<file path="src/design/assert_macros.svh">
// Assertion macros shared by the tracker RTL.
// No dependencies; include by bare file name where assertions are written.
`ifndef ASSERT_MACROS_SVH
`define ASSERT_MACROS_SVH

// Same-cycle implication, disabled while reset is held
`define ASSERT_SAME(label, clk, rst_n, ante, cons, msg) \
    label: assert property (@(posedge clk) disable iff (!(rst_n)) (ante) |-> (cons)) \
        else $error(msg);

// Next-cycle implication, disabled while reset is held
`define ASSERT_NEXT(label, clk, rst_n, ante, cons, msg) \
    label: assert property (@(posedge clk) disable iff (!(rst_n)) (ante) |=> (cons)) \
        else $error(msg);

`endif

</file>
<file path="src/design/dsft_pkg.sv">
// Package for the damped spring follow tracker: widths, register defaults,
// operation codes, controller/datapath command types and fixed-point helpers.
package dsft_pkg;

    localparam int FRAC_BITS = 16;
    localparam int TIME_BITS = 16;
    localparam int DATA_W    = 32;
    localparam int EXT_W     = DATA_W + 2;
    localparam int PROD_W    = 2 * DATA_W;
    localparam int HEAD_W    = 18;
    localparam int DT_W      = 16;
    localparam int DIST_W    = 31;
    localparam int AXES      = 3;
    localparam int AXIS_W    = 2;
    localparam int CFG_IDX_W = 3;

    typedef logic signed [DATA_W-1:0] t_fx;
    typedef logic signed [EXT_W-1:0]  t_ext;
    typedef logic signed [PROD_W-1:0] t_prod;
    typedef logic [AXIS_W-1:0]        t_axis;

    localparam t_axis AXIS_Y = 2'd1;
    localparam t_axis AXIS_LAST = t_axis'(AXES - 1);

    // Register indexes on the configuration port
    localparam logic [CFG_IDX_W-1:0] CFG_HDIST = 3'd0;
    localparam logic [CFG_IDX_W-1:0] CFG_VDIST = 3'd1;
    localparam logic [CFG_IDX_W-1:0] CFG_LOOK  = 3'd2;
    localparam logic [CFG_IDX_W-1:0] CFG_STIFF = 3'd3;
    localparam logic [CFG_IDX_W-1:0] CFG_DAMP  = 3'd4;

    // Register defaults: 6.0, 4.0, 3.0, 64.0, 16.0 in Q16.16
    localparam logic [DIST_W-1:0] HDIST_RST = 31'd393216;
    localparam t_fx               VDIST_RST = 32'sd262144;
    localparam t_fx               LOOK_RST  = 32'sd196608;
    localparam logic [DIST_W-1:0] STIFF_RST = 31'd4194304;
    localparam logic [DIST_W-1:0] DAMP_RST  = 31'd1048576;

    localparam t_fx FX_MAX = 32'sh7FFF_FFFF;
    localparam t_fx FX_MIN = 32'sh8000_0000;

    // Datapath operations, one per product or adjustment
    typedef logic [2:0] t_op;
    localparam t_op OP_BACK   = 3'd0;  // ideal = object - heading*hdist
    localparam t_op OP_AIM    = 3'd1;  // aim = object + heading*look
    localparam t_op OP_LIFT   = 3'd2;  // ideal += vdist (y only)
    localparam t_op OP_DIFF   = 3'd3;  // diff = pos - ideal, or snap
    localparam t_op OP_SPRING = 3'd4;  // spring = diff*k
    localparam t_op OP_DAMP   = 3'd5;  // accel = -spring - vel*damp
    localparam t_op OP_VEL    = 3'd6;  // vel += accel*dt
    localparam t_op OP_POS    = 3'd7;  // pos += vel*dt

    typedef struct packed {
        logic  load_in;
        logic  mul_en;
        logic  acc_en;
        t_op   op;
        t_axis axis;
        logic  load_out;
    } t_cmd;

    typedef struct packed {
        logic snap;
    } t_stat;

    function automatic logic op_has_mul(input t_op op);
        return !(op == OP_LIFT || op == OP_DIFF);
    endfunction

    function automatic t_ext ext34(input t_fx v);
        return {{2{v[DATA_W-1]}}, v};
    endfunction

    function automatic t_fx sat34(input t_ext v);
        if (v[EXT_W-1:DATA_W-1] == '0 || v[EXT_W-1:DATA_W-1] == '1) begin
            return v[DATA_W-1:0];
        end
        return v[EXT_W-1] ? FX_MIN : FX_MAX;
    endfunction

    // Round to nearest (ties up), floor shift, saturate to 32 bits
    function automatic t_fx round_sat(input t_prod p, input logic time_scale);
        logic signed [PROD_W:0] sum;
        logic signed [PROD_W:0] sh;
        if (time_scale) begin
            sum = $signed({p[PROD_W-1], p}) + ((PROD_W+1)'(1) <<< (TIME_BITS - 1));
            sh  = sum >>> TIME_BITS;
        end else begin
            sum = $signed({p[PROD_W-1], p}) + ((PROD_W+1)'(1) <<< (FRAC_BITS - 1));
            sh  = sum >>> FRAC_BITS;
        end
        if (sh[PROD_W:DATA_W-1] == '0 || sh[PROD_W:DATA_W-1] == '1) begin
            return sh[DATA_W-1:0];
        end
        return sh[PROD_W] ? FX_MIN : FX_MAX;
    endfunction

endpackage

</file>
<file path="src/design/damped_spring_follow_tracker_top.sv">
// Top level of the damped spring follow tracker: sequencer plus datapath.
// Depends on dsft_pkg, dsft_ctrl, dsft_dp and assert_macros.svh.
//
//   channel  | handshake                  | payload
//   ---------+----------------------------+----------------------------------------
//   input    | i_in_valid / o_in_stall    | i_mode, i_object_*, i_heading_*, i_time_step
//   output   | o_out_valid / i_out_stall  | o_camera_*, o_aim_*
//   config   | i_cfg_we                   | i_cfg_index, i_cfg_data
//
// A beat is taken only while the block is idle, so the next beat waits until
// the last one is finished. The single shared 32x32 multiplier serves every
// product, each one held in the product register and then rounded, added and
// saturated (six products per axis on update, two on snap).
// Synchronous active-low reset restores the register defaults and zeros the
// camera position and velocity.
// A finished result sits in the output register while the next beat is taken
// and worked on; the block holds in its final step only if that register is
// still full and stalled.
`include "assert_macros.svh"

module damped_spring_follow_tracker_top (
    input  logic                               i_clk,
    input  logic                               i_rst_n,
    // input channel
    input  logic                               i_in_valid,
    output logic                               o_in_stall,
    input  logic                               i_mode,
    input  logic signed [dsft_pkg::DATA_W-1:0] i_object_x,
    input  logic signed [dsft_pkg::DATA_W-1:0] i_object_y,
    input  logic signed [dsft_pkg::DATA_W-1:0] i_object_z,
    input  logic signed [dsft_pkg::HEAD_W-1:0] i_heading_x,
    input  logic signed [dsft_pkg::HEAD_W-1:0] i_heading_y,
    input  logic signed [dsft_pkg::HEAD_W-1:0] i_heading_z,
    input  logic [dsft_pkg::DT_W-1:0]          i_time_step,
    // output channel
    output logic                               o_out_valid,
    input  logic                               i_out_stall,
    output logic signed [dsft_pkg::DATA_W-1:0] o_camera_x,
    output logic signed [dsft_pkg::DATA_W-1:0] o_camera_y,
    output logic signed [dsft_pkg::DATA_W-1:0] o_camera_z,
    output logic signed [dsft_pkg::DATA_W-1:0] o_aim_x,
    output logic signed [dsft_pkg::DATA_W-1:0] o_aim_y,
    output logic signed [dsft_pkg::DATA_W-1:0] o_aim_z,
    // configuration port
    input  logic                               i_cfg_we,
    input  logic [dsft_pkg::CFG_IDX_W-1:0]     i_cfg_index,
    input  logic [dsft_pkg::DATA_W-1:0]        i_cfg_data
);
    import dsft_pkg::*;

    t_cmd  cmd;
    t_stat stat;

    // Sequencer: owns the handshakes and the operation order
    dsft_ctrl u_ctrl (
        .i_clk       (i_clk),
        .i_rst_n     (i_rst_n),
        .i_in_valid  (i_in_valid),
        .o_in_stall  (o_in_stall),
        .o_out_valid (o_out_valid),
        .i_out_stall (i_out_stall),
        .i_stat      (stat),
        .o_cmd       (cmd)
    );

    // Datapath: registers, shared multiplier, saturating adders
    dsft_dp u_dp (
        .i_clk       (i_clk),
        .i_rst_n     (i_rst_n),
        .i_cmd       (cmd),
        .o_stat      (stat),
        .i_cfg_we    (i_cfg_we),
        .i_cfg_index (i_cfg_index),
        .i_cfg_data  (i_cfg_data),
        .i_mode      (i_mode),
        .i_object_x  (i_object_x),
        .i_object_y  (i_object_y),
        .i_object_z  (i_object_z),
        .i_heading_x (i_heading_x),
        .i_heading_y (i_heading_y),
        .i_heading_z (i_heading_z),
        .i_time_step (i_time_step),
        .o_camera_x  (o_camera_x),
        .o_camera_y  (o_camera_y),
        .o_camera_z  (o_camera_z),
        .o_aim_x     (o_aim_x),
        .o_aim_y     (o_aim_y),
        .o_aim_z     (o_aim_z)
    );

    // An accepted beat keeps the block busy on the following cycle
    `ASSERT_NEXT(a_busy_after_accept, i_clk, i_rst_n, i_in_valid && !o_in_stall, o_in_stall, "input taken but block not busy")

    // Never overwrite a result that is still waiting and stalled
    `ASSERT_SAME(a_no_result_overwrite, i_clk, i_rst_n, cmd.load_out, !o_out_valid || !i_out_stall, "pending result overwritten")

    // Rounding of a product always follows its multiply cycle
    `ASSERT_SAME(a_mul_before_acc, i_clk, i_rst_n, cmd.acc_en && op_has_mul(cmd.op), $past(cmd.mul_en), "product used without multiply")

endmodule

</file>
<file path="src/design/dsft_ctrl.sv">
// Sequencer for the tracker: walks axes and operations, drives the datapath.
// Depends on dsft_pkg for operation codes and the command/status structs.
module dsft_ctrl (
    input  logic            i_clk,
    input  logic            i_rst_n,
    input  logic            i_in_valid,
    output logic            o_in_stall,
    output logic            o_out_valid,
    input  logic            i_out_stall,
    input  dsft_pkg::t_stat i_stat,
    output dsft_pkg::t_cmd  o_cmd
);
    import dsft_pkg::*;

    localparam logic [1:0] S_IDLE = 2'd0;
    localparam logic [1:0] S_MUL  = 2'd1;
    localparam logic [1:0] S_ACC  = 2'd2;
    localparam logic [1:0] S_DONE = 2'd3;

    logic [1:0] r_state, n_state;
    t_op        r_op, n_op;
    t_axis      r_axis, n_axis;
    logic       r_out_valid, n_out_valid;

    t_op  nxt_op;
    logic end_axis;
    logic in_acc;
    logic load_out;

    assign in_acc   = (r_state == S_IDLE) && i_in_valid;
    assign load_out = (r_state == S_DONE) && (!r_out_valid || !i_out_stall);

    // Operation order within one axis
    always_comb begin
        nxt_op   = r_op;
        end_axis = 1'b0;
        unique case (r_op)
            OP_BACK:   nxt_op = OP_AIM;
            OP_AIM:    nxt_op = (r_axis == AXIS_Y) ? OP_LIFT : OP_DIFF;
            OP_LIFT:   nxt_op = OP_DIFF;
            OP_DIFF: begin
                if (i_stat.snap) begin
                    end_axis = 1'b1;
                end else begin
                    nxt_op = OP_SPRING;
                end
            end
            OP_SPRING: nxt_op = OP_DAMP;
            OP_DAMP:   nxt_op = OP_VEL;
            OP_VEL:    nxt_op = OP_POS;
            OP_POS:    end_axis = 1'b1;
        endcase
    end

    always_comb begin
        n_state = r_state;
        n_op    = r_op;
        n_axis  = r_axis;
        unique case (r_state)
            S_IDLE: begin
                if (in_acc) begin
                    n_state = S_MUL;
                    n_op    = OP_BACK;
                    n_axis  = '0;
                end
            end
            S_MUL: n_state = S_ACC;
            S_ACC: begin
                if (end_axis) begin
                    if (r_axis == AXIS_LAST) begin
                        n_state = S_DONE;
                    end else begin
                        n_axis  = r_axis + t_axis'(1);
                        n_op    = OP_BACK;
                        n_state = S_MUL;
                    end
                end else begin
                    n_op    = nxt_op;
                    n_state = op_has_mul(nxt_op) ? S_MUL : S_ACC;
                end
            end
            S_DONE: begin
                if (load_out) begin
                    n_state = S_IDLE;
                end
            end
        endcase
    end

    always_comb begin
        n_out_valid = r_out_valid;
        if (load_out) begin
            n_out_valid = 1'b1;
        end else if (!i_out_stall) begin
            n_out_valid = 1'b0;
        end
    end

    always_ff @(posedge i_clk) begin
        if (!i_rst_n) begin
            r_state     <= S_IDLE;
            r_op        <= OP_BACK;
            r_axis      <= '0;
            r_out_valid <= 1'b0;
        end else begin
            r_state     <= n_state;
            r_op        <= n_op;
            r_axis      <= n_axis;
            r_out_valid <= n_out_valid;
        end
    end

    assign o_in_stall  = (r_state != S_IDLE);
    assign o_out_valid = r_out_valid;

    assign o_cmd.load_in  = in_acc;
    assign o_cmd.mul_en   = (r_state == S_MUL);
    assign o_cmd.acc_en   = (r_state == S_ACC);
    assign o_cmd.op       = r_op;
    assign o_cmd.axis     = r_axis;
    assign o_cmd.load_out = load_out;

endmodule

</file>
<file path="src/design/dsft_dp.sv">
// Datapath for the tracker: config registers, item registers, camera state,
// one shared 32x32 multiplier with a product register, and the result stage.
// Depends on dsft_pkg for types, register defaults and rounding helpers.
module dsft_dp (
    input  logic                               i_clk,
    input  logic                               i_rst_n,
    input  dsft_pkg::t_cmd                     i_cmd,
    output dsft_pkg::t_stat                    o_stat,
    input  logic                               i_cfg_we,
    input  logic [dsft_pkg::CFG_IDX_W-1:0]     i_cfg_index,
    input  logic [dsft_pkg::DATA_W-1:0]        i_cfg_data,
    input  logic                               i_mode,
    input  logic signed [dsft_pkg::DATA_W-1:0] i_object_x,
    input  logic signed [dsft_pkg::DATA_W-1:0] i_object_y,
    input  logic signed [dsft_pkg::DATA_W-1:0] i_object_z,
    input  logic signed [dsft_pkg::HEAD_W-1:0] i_heading_x,
    input  logic signed [dsft_pkg::HEAD_W-1:0] i_heading_y,
    input  logic signed [dsft_pkg::HEAD_W-1:0] i_heading_z,
    input  logic [dsft_pkg::DT_W-1:0]          i_time_step,
    output logic signed [dsft_pkg::DATA_W-1:0] o_camera_x,
    output logic signed [dsft_pkg::DATA_W-1:0] o_camera_y,
    output logic signed [dsft_pkg::DATA_W-1:0] o_camera_z,
    output logic signed [dsft_pkg::DATA_W-1:0] o_aim_x,
    output logic signed [dsft_pkg::DATA_W-1:0] o_aim_y,
    output logic signed [dsft_pkg::DATA_W-1:0] o_aim_z
);
    import dsft_pkg::*;

    logic [DIST_W-1:0] r_hdist, r_stiff, r_damp;
    t_fx               r_vdist, r_look;

    logic                     r_mode;
    t_fx                      r_obj  [AXES];
    logic signed [HEAD_W-1:0] r_head [AXES];
    logic [DT_W-1:0]          r_dt;

    t_fx r_pos [AXES];
    t_fx r_vel [AXES];

    t_prod r_prod;
    t_fx   r_ideal, r_diff, r_spring, r_accel;
    t_fx   r_aim     [AXES];
    t_fx   r_cam_out [AXES];
    t_fx   r_aim_out [AXES];

    t_fx   mul_a, mul_b;
    t_prod n_prod;
    t_fx   rnd_f, rnd_t;
    t_fx   n_acc;
    t_fx   obj, pos, vel;

    assign obj = r_obj[i_cmd.axis];
    assign pos = r_pos[i_cmd.axis];
    assign vel = r_vel[i_cmd.axis];

    // Operand select for the shared multiplier
    always_comb begin
        mul_a = '0;
        mul_b = '0;
        unique case (i_cmd.op) inside
            OP_BACK: begin
                mul_a = t_fx'(r_head[i_cmd.axis]);
                mul_b = $signed({1'b0, r_hdist});
            end
            OP_AIM: begin
                mul_a = t_fx'(r_head[i_cmd.axis]);
                mul_b = r_look;
            end
            OP_LIFT, OP_DIFF: begin
                mul_a = '0;
                mul_b = '0;
            end
            OP_SPRING: begin
                mul_a = r_diff;
                mul_b = $signed({1'b0, r_stiff});
            end
            OP_DAMP: begin
                mul_a = vel;
                mul_b = $signed({1'b0, r_damp});
            end
            OP_VEL: begin
                mul_a = r_accel;
                mul_b = $signed({{(DATA_W-DT_W){1'b0}}, r_dt});
            end
            OP_POS: begin
                mul_a = vel;
                mul_b = $signed({{(DATA_W-DT_W){1'b0}}, r_dt});
            end
        endcase
    end

    assign n_prod = mul_a * mul_b;
    assign rnd_f  = round_sat(r_prod, 1'b0);
    assign rnd_t  = round_sat(r_prod, 1'b1);

    // Post-product add and saturate
    always_comb begin
        n_acc = '0;
        unique case (i_cmd.op)
            OP_BACK:   n_acc = sat34(ext34(obj) - ext34(rnd_f));
            OP_AIM:    n_acc = sat34(ext34(obj) + ext34(rnd_f));
            OP_LIFT:   n_acc = sat34(ext34(r_ideal) + ext34(r_vdist));
            OP_DIFF:   n_acc = sat34(ext34(pos) - ext34(r_ideal));
            OP_SPRING: n_acc = rnd_f;
            OP_DAMP:   n_acc = sat34(-ext34(r_spring) - ext34(rnd_f));
            OP_VEL:    n_acc = sat34(ext34(vel) + ext34(rnd_t));
            OP_POS:    n_acc = sat34(ext34(pos) + ext34(rnd_t));
        endcase
    end

    // Configuration registers and camera state
    always_ff @(posedge i_clk) begin
        if (!i_rst_n) begin
            r_hdist <= HDIST_RST;
            r_vdist <= VDIST_RST;
            r_look  <= LOOK_RST;
            r_stiff <= STIFF_RST;
            r_damp  <= DAMP_RST;
            for (int i = 0; i < AXES; i++) begin
                r_pos[i] <= '0;
                r_vel[i] <= '0;
            end
        end else begin
            if (i_cfg_we) begin
                unique case (i_cfg_index)
                    CFG_HDIST: r_hdist <= i_cfg_data[DIST_W-1:0];
                    CFG_VDIST: r_vdist <= i_cfg_data;
                    CFG_LOOK:  r_look  <= i_cfg_data;
                    CFG_STIFF: r_stiff <= i_cfg_data[DIST_W-1:0];
                    CFG_DAMP:  r_damp  <= i_cfg_data[DIST_W-1:0];
                    default: begin
                    end
                endcase
            end
            if (i_cmd.acc_en) begin
                case (i_cmd.op)
                    OP_DIFF: begin
                        if (r_mode) begin
                            r_pos[i_cmd.axis] <= r_ideal;
                            r_vel[i_cmd.axis] <= '0;
                        end
                    end
                    OP_VEL:  r_vel[i_cmd.axis] <= n_acc;
                    OP_POS:  r_pos[i_cmd.axis] <= n_acc;
                    default: begin
                    end
                endcase
            end
        end
    end

    // Item capture, product register, scratch and result registers
    always_ff @(posedge i_clk) begin
        if (i_cmd.load_in) begin
            r_mode    <= i_mode;
            r_obj[0]  <= i_object_x;
            r_obj[1]  <= i_object_y;
            r_obj[2]  <= i_object_z;
            r_head[0] <= i_heading_x;
            r_head[1] <= i_heading_y;
            r_head[2] <= i_heading_z;
            r_dt      <= i_time_step;
        end
        if (i_cmd.mul_en) begin
            r_prod <= n_prod;
        end
        if (i_cmd.acc_en) begin
            case (i_cmd.op) inside
                OP_BACK, OP_LIFT: r_ideal <= n_acc;
                OP_AIM:           r_aim[i_cmd.axis] <= n_acc;
                OP_DIFF:          r_diff <= n_acc;
                OP_SPRING:        r_spring <= n_acc;
                OP_DAMP:          r_accel <= n_acc;
                default: begin
                end
            endcase
        end
        if (i_cmd.load_out) begin
            for (int i = 0; i < AXES; i++) begin
                r_cam_out[i] <= r_pos[i];
                r_aim_out[i] <= r_aim[i];
            end
        end
    end

    assign o_stat.snap = r_mode;

    assign o_camera_x = r_cam_out[0];
    assign o_camera_y = r_cam_out[1];
    assign o_camera_z = r_cam_out[2];
    assign o_aim_x    = r_aim_out[0];
    assign o_aim_y    = r_aim_out[1];
    assign o_aim_z    = r_aim_out[2];

endmodule

</file>
<file path="config.mk">
export PLATFORM = sky130hd
export DESIGN_NAME = damped_spring_follow_tracker_top
export DESIGN_NICKNAME = d
export VERILOG_FILES = /design/src/design/dsft_pkg.sv /design/src/design/damped_spring_follow_tracker_top.sv /design/src/design/dsft_ctrl.sv /design/src/design/dsft_dp.sv
export VERILOG_INCLUDE_DIRS = /design/src /design/src/design
export SDC_FILE = /design/constraint.sdc
export NUM_CORES = 2
export LEC_CHECK = 0
export ABC_CLOCK_PERIOD_IN_PS = 29700
export BUFFER_PORTS_ARGS = -buffer_cell sky130_fd_sc_hd__buf_2
export CAP_MARGIN = 15
export CELL_PAD_IN_SITES_DETAIL_PLACEMENT = 1
export CELL_PAD_IN_SITES_GLOBAL_PLACEMENT = 1
export CORE_ASPECT_RATIO = 0.9
export CORE_MARGIN = 5
export CORE_UTILIZATION = 35
export DETAILED_ROUTE_END_ITERATION = 6
export HOLD_SLACK_MARGIN = 0.06
export PLACE_DENSITY = 0.58
export SYNTH_ARGS = -nofsm -noshare
export SYNTH_HDL_FRONTEND = slang
export SYNTH_SLANG_ARGS = --single-unit
</file>
<file path="constraint.sdc">
create_clock -name i_clk -period 29.7 [get_ports i_clk]
set_input_delay 1.485 -clock i_clk [delete_from_list [all_inputs] [get_ports i_clk]]
set_output_delay 1.485 -clock i_clk [all_outputs]
set_load 0.05 [all_outputs]
</file>
-- Word level (Yosys, flattened, before mapping)
Memories as Yosys holds them, arrays and structs flattened. A register that Yosys moved wholly into a read port is not among the register bits.
Index checks and enable logic that the tools add are counted.
- bits in registers: 374
- memory bits (writable): 630
- input bits: 207
- output and inout port bits: 194
- logic and storage cells: 218
- memories kept: 7
- $add $sub $neg: 10
- multiply operators: 1
- eq/ne operators: 32
- muxes and demuxes: 100
- bitwise gates (word level): 6
- reduce and logical (&&, ||, !) cells: 46
- memories (name ; depth ; width ; rd ports ; clocked after memory_dff ; write ports ; line ; RTL):
    u_dp.r_aim ; 3 ; 32 ; 3 ; 0 ; 1 ; dsft_dp.sv:42 ; t_fx r_aim [AXES];
    u_dp.r_aim_out ; 3 ; 32 ; 3 ; 0 ; 3 ; dsft_dp.sv:44 ; t_fx r_aim_out [AXES];
    u_dp.r_cam_out ; 3 ; 32 ; 3 ; 0 ; 3 ; dsft_dp.sv:43 ; t_fx r_cam_out [AXES];
    u_dp.r_obj ; 3 ; 32 ; 1 ; 1 ; 3 ; dsft_dp.sv:33 ; t_fx r_obj [AXES];
    u_dp.r_pos ; 3 ; 32 ; 4 ; 1 ; 3 ; dsft_dp.sv:37 ; t_fx r_pos [AXES];
    u_dp.r_vel ; 3 ; 32 ; 1 ; 1 ; 3 ; dsft_dp.sv:38 ; t_fx r_vel [AXES];
    1 more memories ; -- ; -- ; -- ; -- ; -- ; -- ;
- operators with widths (operator ; count):
    32-bit two-way mux ; 28
    32-bit one-hot mux with 8 select lines ; 1
    32-bit one-hot mux with 6 select lines ; 1
    32-bit one-hot mux with 5 select lines ; 1
    32-bit by 32-bit adder with 33-bit output ; 4
    32-bit by 32-bit subtractor with 33-bit output ; 2
    64-bit by 17-bit adder with 65-bit output (second input constant) ; 1
    32-bit by 32-bit multiplier with 64-bit output ; 1
    32-bit OR reduction ; 2
    1-bit two-way mux ; 42
    3-bit equality test (second input constant) ; 12
    2-bit two-way mux ; 18
    34-bit equality test (second input constant) ; 1
    34-bit zero test ; 1
    32-bit negator with 34-bit output ; 1
    34-bit by 32-bit subtractor with 34-bit output ; 1
    3-bit zero test ; 9
    3-bit one-hot mux with 7 select lines ; 1
    3-bit by 2-bit equality test with 1-bit output (second input constant) ; 6
    2-bit AND reduction ; 7
    3-bit two-way mux ; 4
    1-bit logical OR ; 10
    2-bit OR reduction ; 5
    2-bit by 1-bit != test with 1-bit output (second input constant) ; 4
    20 further kinds ; 32

-- Depth between registers and ports, before layout
- depth after elaboration: 14
- mapped depth: 40
- mapped depth without buffers: 34

-- Modules after synthesis
Synthesis repeated with hierarchy kept, for this count alone.
- cells, all modules: 8924
- area total of the unflattened synthesis: 90943.5 um^2
- by module, submodules not included (module ; times used ; cells each ; area an instance (um^2) ; sequential area each (um^2)):
    dsft_dp ; 1 ; 8858 ; 90386.7 ; 29808.6
    dsft_ctrl ; 1 ; 66 ; 556.8 ; 160.2

-- Least setup slack after synthesis
OpenSTA, ideal clock, no wires.
- kind: in2reg
- from: input i_out_stall
- to: memory u_dp.r_aim_out[0][0] (netlist name) (enable)
- library setup time: 0.809 ns
- arrival: 10.719 ns
- data required time: 28.891 ns
- setup slack: 18.172 ns
- cell stages on the path: 1
- buffers on the path: 0
- cells stage by stage: a21oi_1
- RTL lines (element ; line ; RTL):
    start: declaration ; damped_spring_follow_tracker_top.sv:37 ; input logic i_out_stall,
    end: declaration ; dsft_dp.sv:44 ;

-- Final worst setup path
- from: register u_ctrl.r_op[1]
- to: register u_dp.r_prod[61], data pin
- cells in the longest elaborated chain, start to end: 4
- elaborated cells on any way between the ends: 15
- those cells by class: mul (1); eq/ne (7); mux (2); reduce/logical (5)
- RTL lines (element ; line ; RTL):
    start: declaration ; dsft_ctrl.sv:21 ; t_op r_op, n_op;
    start signal: assignment ; dsft_ctrl.sv:107 ; r_op <= n_op;
    3-bit equality test (no source line) (tied with other cells) ; -- ;
    2-bit OR reduction (on tied branches) ; -- ;
    32-bit one-hot mux with 6 select lines or 32-bit one-hot mux with 5 select lines (tied branches) ; dsft_dp.sv:60 ; unique case (i_cmd.op) inside
    32-bit by 32-bit multiplier with 64-bit output * ; dsft_dp.sv:92 ; assign n_prod = mul_a * mul_b;
    net u_dp.n_prod[61] ; dsft_dp.sv:47 ; t_prod n_prod;
    end signal: assignment ; dsft_dp.sv:165 ; r_prod <= n_prod;
    end: declaration ; dsft_dp.sv:40 ; t_prod r_prod;
The timed path passes the listed nets; every way through them passes the cells marked *.
A chain may end at the register's enable or synchronous reset.

==> impl_metrics.py <==
metrics = {
    "clocking": {
        "post-cts-setup-buffers": 0,
        "cts_buffer_depth": 3,
        "clock_tree_from_tritoncts": "yes",
        "ctsResizeCount": 0,
        "cts.reportedPaths.clkPinSlew_ns": 0.06,
        "ctsRootBufferMaster": "sky130_fd_sc_hd__clkbuf_16",
        "cts_inserted_buffers": 117,
        "htree_num_levels": 3,
        "cts_num_sinks": 1055,
        "cts_hold_buffers": 0,
        "insertion_delay_ns": 0.81,
    },
    "worst_setup_path": {
        "timing.critical_path.mode_cell": "sky130_fd_sc_hd__fa_1",
        "slowest_stage": "sky130_fd_sc_hd__o21ai_0",
        "cpPeakStageDelay_ns": 1.03,
        "timing_worst_setup_path_type": "register to register",
        "end_kind": "register",
        "timing.critical_path.required_ns": 30.23,
        "critical_path_arrival_ns": 12.63,
        "cp_max_fo": 37,
        "cp.buffers_inverters": 8,
        "start_kind": "register",
        "critical-path-top-delay-family": "compound AO/OA/AOI/OAI gates",
    },
    "drt": {
        "first_pass_iters": 6,
        "detail_route.drc_violations": 0,
        "first_iter_violations": 7335,
        "drt-total-wl_um": 401000,
        "ant_nets": 0,
        "route.vias.total": 70500,
        "avgViaCountPerCell": 5.56,
        "drt-wirelength-per-cell_um": 31.6,
    },
    "logic_synthesis": {
        "synth_seq_cells": 1055,
        "synthArstFlopShare_pct": 0,
        "synth_ff_type": "sky130_fd_sc_hd__edfxtp_1",
        "muxShareOfSynthArea_pct": 3.10,
        "synth.yosys.warnings": 0,
        "ys_top_cells_by_area": "sky130_fd_sc_hd__edfxtp_1 (30%), sky130_fd_sc_hd__fa_1 (24%), sky130_fd_sc_hd__ha_1 (6.1%), sky130_fd_sc_hd__inv_1 (5.2%), sky130_fd_sc_hd__nand2_1 (4.4%)",
        "yosysTopAreaCell": "sky130_fd_sc_hd__edfxtp_1",
        "synth-adder-area-share_pct": 30.4,
        "synth_top_family_by_area": "adder cells",
        "synth_seq_area_share_pct": 33.2,
        "synth.avg_cell_area_um2": 10.2,
        "syn_inst": 8842,
        "post_syn_nets": 10600,
        "synth.most_common_cell": "sky130_fd_sc_hd__inv_1",
        "post_synth_instance_area_um2": 90300,
        "synth.distinct_cells": 95,
        "synthSimpleGateAreaFrac_pct": 12.3,
        "synth_xor_area_share_pct": 2.81,
        "synth_enable_flop_cells": 888,
        "yosys.area.top_type_share_pct": 29.5,
        "synth_compound_gate_area_share_pct": 11.0,
        "synth_top_cells_by_count": "sky130_fd_sc_hd__inv_1 (1261), sky130_fd_sc_hd__fa_1 (1088), sky130_fd_sc_hd__nand2_1 (1063), sky130_fd_sc_hd__nor2_1 (969), sky130_fd_sc_hd__edfxtp_1 (888)",
    },
    "die": {
        "floorplan.die.height_um": 492,
        "floorplan.core_area_um2": 258000,
        "die_area_um2": 268000,
        "die-width_um": 546,
        "top_level_ports": 401,
        "start_util_pct": 35.0,
        "placement_rows": 177,
    },
    "final_layout": {
        "num-fill-cells": 28700,
        "flow.area_growth_from_synthesis_pct": 12.2,
        "nets_finish": 10900,
        "drive_gt1_share_pct": 12.0,
    },
    "power_and_ir_drop": {
        "ir_worst_vdd_mv": 0.0835,
        "static-leakage-power_nw": 42.9,
        "power.density_cell_area_nw_per_um2": 84.9,
    },
    "grt": {
        "grt_remaining_overflow": 0,
        "groute.usage.overall_pct": 29.4,
        "grt_pass1_wl_um": 565000,
        "grt_start_max_net_pins": 101,
        "antenna_found_initial": 69,
        "grt_pass1_vias": 73900,
    },
    "sta": {
        "unrepaired_setup_endpoints_after_global_routing": "no",
        "maxSlewViolCount": 4,
        "setup_tns_ns": 0,
        "final_worst_clock_skew_ns": 0.0819,
        "fin_crit_ns": 12.10,
        "whs_ns": 0.412,
        "final_hold_viol_count": 0,
        "slew_headroom_pct": -3.57,
        "number_of_setup_violations_in_the_final_report": 0,
        "layout_worst_path_cycle_share_pct": 40.8,
        "worst_pin_slew_ns": 1.54,
        "fmax_mhz": 82.6,
    },
    "status": {
        "outcome": "finished with violations",
        "failed_checks": "max-capacitance violations, max-slew violations",
    },
    "placement": {
        "numPortBuffers": 400,
        "gp_congestion": 1.03,
        "dp_hpwl_um": 320000,
    },
    "job": {
        "cap_violations": 1,
    },
    "min_path": {
        "hp-class": "register to register",
    },
}
## power breakdown
| group | switching, mW | internal, mW | leakage (nW) |
|---|---|---|---|
| clock network | 0.679 | 0.839 | 1.88 |
| registers | 0.112 | 1.90 | 9.64 |
| logic | 3.46 | 1.61 | 31.3 |
## layout make-up
type / instances / area, um^2 / area share [%]
diodes: 28 / 70.1 / 0.0691
clock inverters: 79 / 891 / 0.879
flip-flops and latches: 1055 / 30000 / 29.6
inverters: 1266 / 4750 / 4.69
multi-input cells: 6083 / 54600 / 53.8
repair buffers: 628 / 3740 / 3.69
clock buffers: 143 / 3070 / 3.02
well taps: 3401 / 4260 / 4.20
## metrics by stage
stage | instance area, um^2 | util [%] | setup slack (ns) | cells | power [mW]
after floorplan | 90300 | - | 18.17 | 8842 | 4.77
after global placement | 97300 | 37.7 | 17.81 | 12400 | 6.91
after detailed placement | 97300 | 37.8 | 17.81 | 12400 | 6.97
after CTS | 101000 | 39.3 | 17.79 | 12700 | 8.53
after global routing | 101000 | 39.3 | 17.17 | 12700 | 9.00
final | 101000 | 39.3 | 17.60 | 12700 | 8.61
## registers in the layout (all words and copies together) (netlist names), 2 cells and up, named ones only
| name | cells |
|---|---|
| u_dp.r_hdist | 31 |
| u_dp.r_accel | 32 |
| u_dp.r_cam_out | 96 |
| u_ctrl.r_op | 3 |
| u_dp.r_aim | 96 |
| u_dp.r_obj | 96 |
| u_dp.r_stiff | 31 |
| u_dp.r_ideal | 32 |
| u_dp.r_aim_out | 96 |
| u_dp.r_pos | 128 |
| u_dp.r_dt | 16 |
| u_dp.r_diff | 32 |
| u_dp.r_vdist | 32 |
| u_dp.r_vel | 128 |
| u_dp.r_spring | 32 |
| u_dp.r_prod | 49 |
| u_ctrl.r_state | 2 |
| u_dp.r_head | 54 |
| u_dp.r_look | 32 |
| u_ctrl.r_axis | 2 |
| u_dp.r_damp | 31 |
## per-layer routing
metal  share of wire, %  GRT usage, %  vias to the layer above
met5              0.070             0                        -
met3                 10          8.86                      557
met1                 44          42.1                    37100
li1                   -             -                    30000
met2                 41          42.2                     2835
met4                4.0          9.74                       24
## cell families (layout without fill, tap and decap cells)
| group | count (synthesis) | in the layout |
|---|---|---|
| AND/OR/NAND/NOR | 2583 | 2583 |
| buffers and inverters | 1704 | 2116 |
| adder cells (fa/ha/maj) | 1550 | 1550 |
| AO/OA/AOI/OAI | 1487 | 1487 |
| flip-flops | 1055 | 1055 |
| XOR/XNOR | 290 | 290 |
| multiplexers | 173 | 173 |
| other | 0 | 28 |
## worst paths after layout
path / slack (ns) / from / endpoint / depth (start not counted)
max reg2reg: 17.60 / u_ctrl.r_op[1]$_SDFFE_PN0P_ / u_dp.r_prod[61]$_DFFE_PN_ / 32
min: 0.41 / u_dp.r_aim[2][28]$_DFFE_PP_ / u_dp.r_aim_out[0][92]$_DFFE_PP_ / 0
max: 17.60 / u_ctrl.r_op[1]$_SDFFE_PN0P_ / u_dp.r_prod[61]$_DFFE_PN_ / 32
min reg2reg: 0.41 / u_dp.r_aim[2][28]$_DFFE_PP_ / u_dp.r_aim_out[0][92]$_DFFE_PP_ / 0
## layout by cell type, fill, tap and decap left out, drive strengths merged, types with 21 or more instances in the layout
cell       n
o21bai    50
mux2      21
nor3      47
nand2b    62
a31oi     47
diode     28
and3      77
nor2     970
nand3    100
buf      628
nand4     42
xnor2    189
a211oi    77
clkbuf   143
a21oi    408
o21a      53
o31ai     22
and4      22
o211ai    61
edfxtp   888
a21boi   165
mux4      83
and2      58
nand2   1063
mux2i     69
or2       22
o21ai    244
maj3      21
dfxtp    167
fa      1088
xor2     101
clkinv    52
ha       441
a21o     118
o221ai    22
inv     1271
nor2b     49
nor4      26
Power figures use the tool's default switching activity.
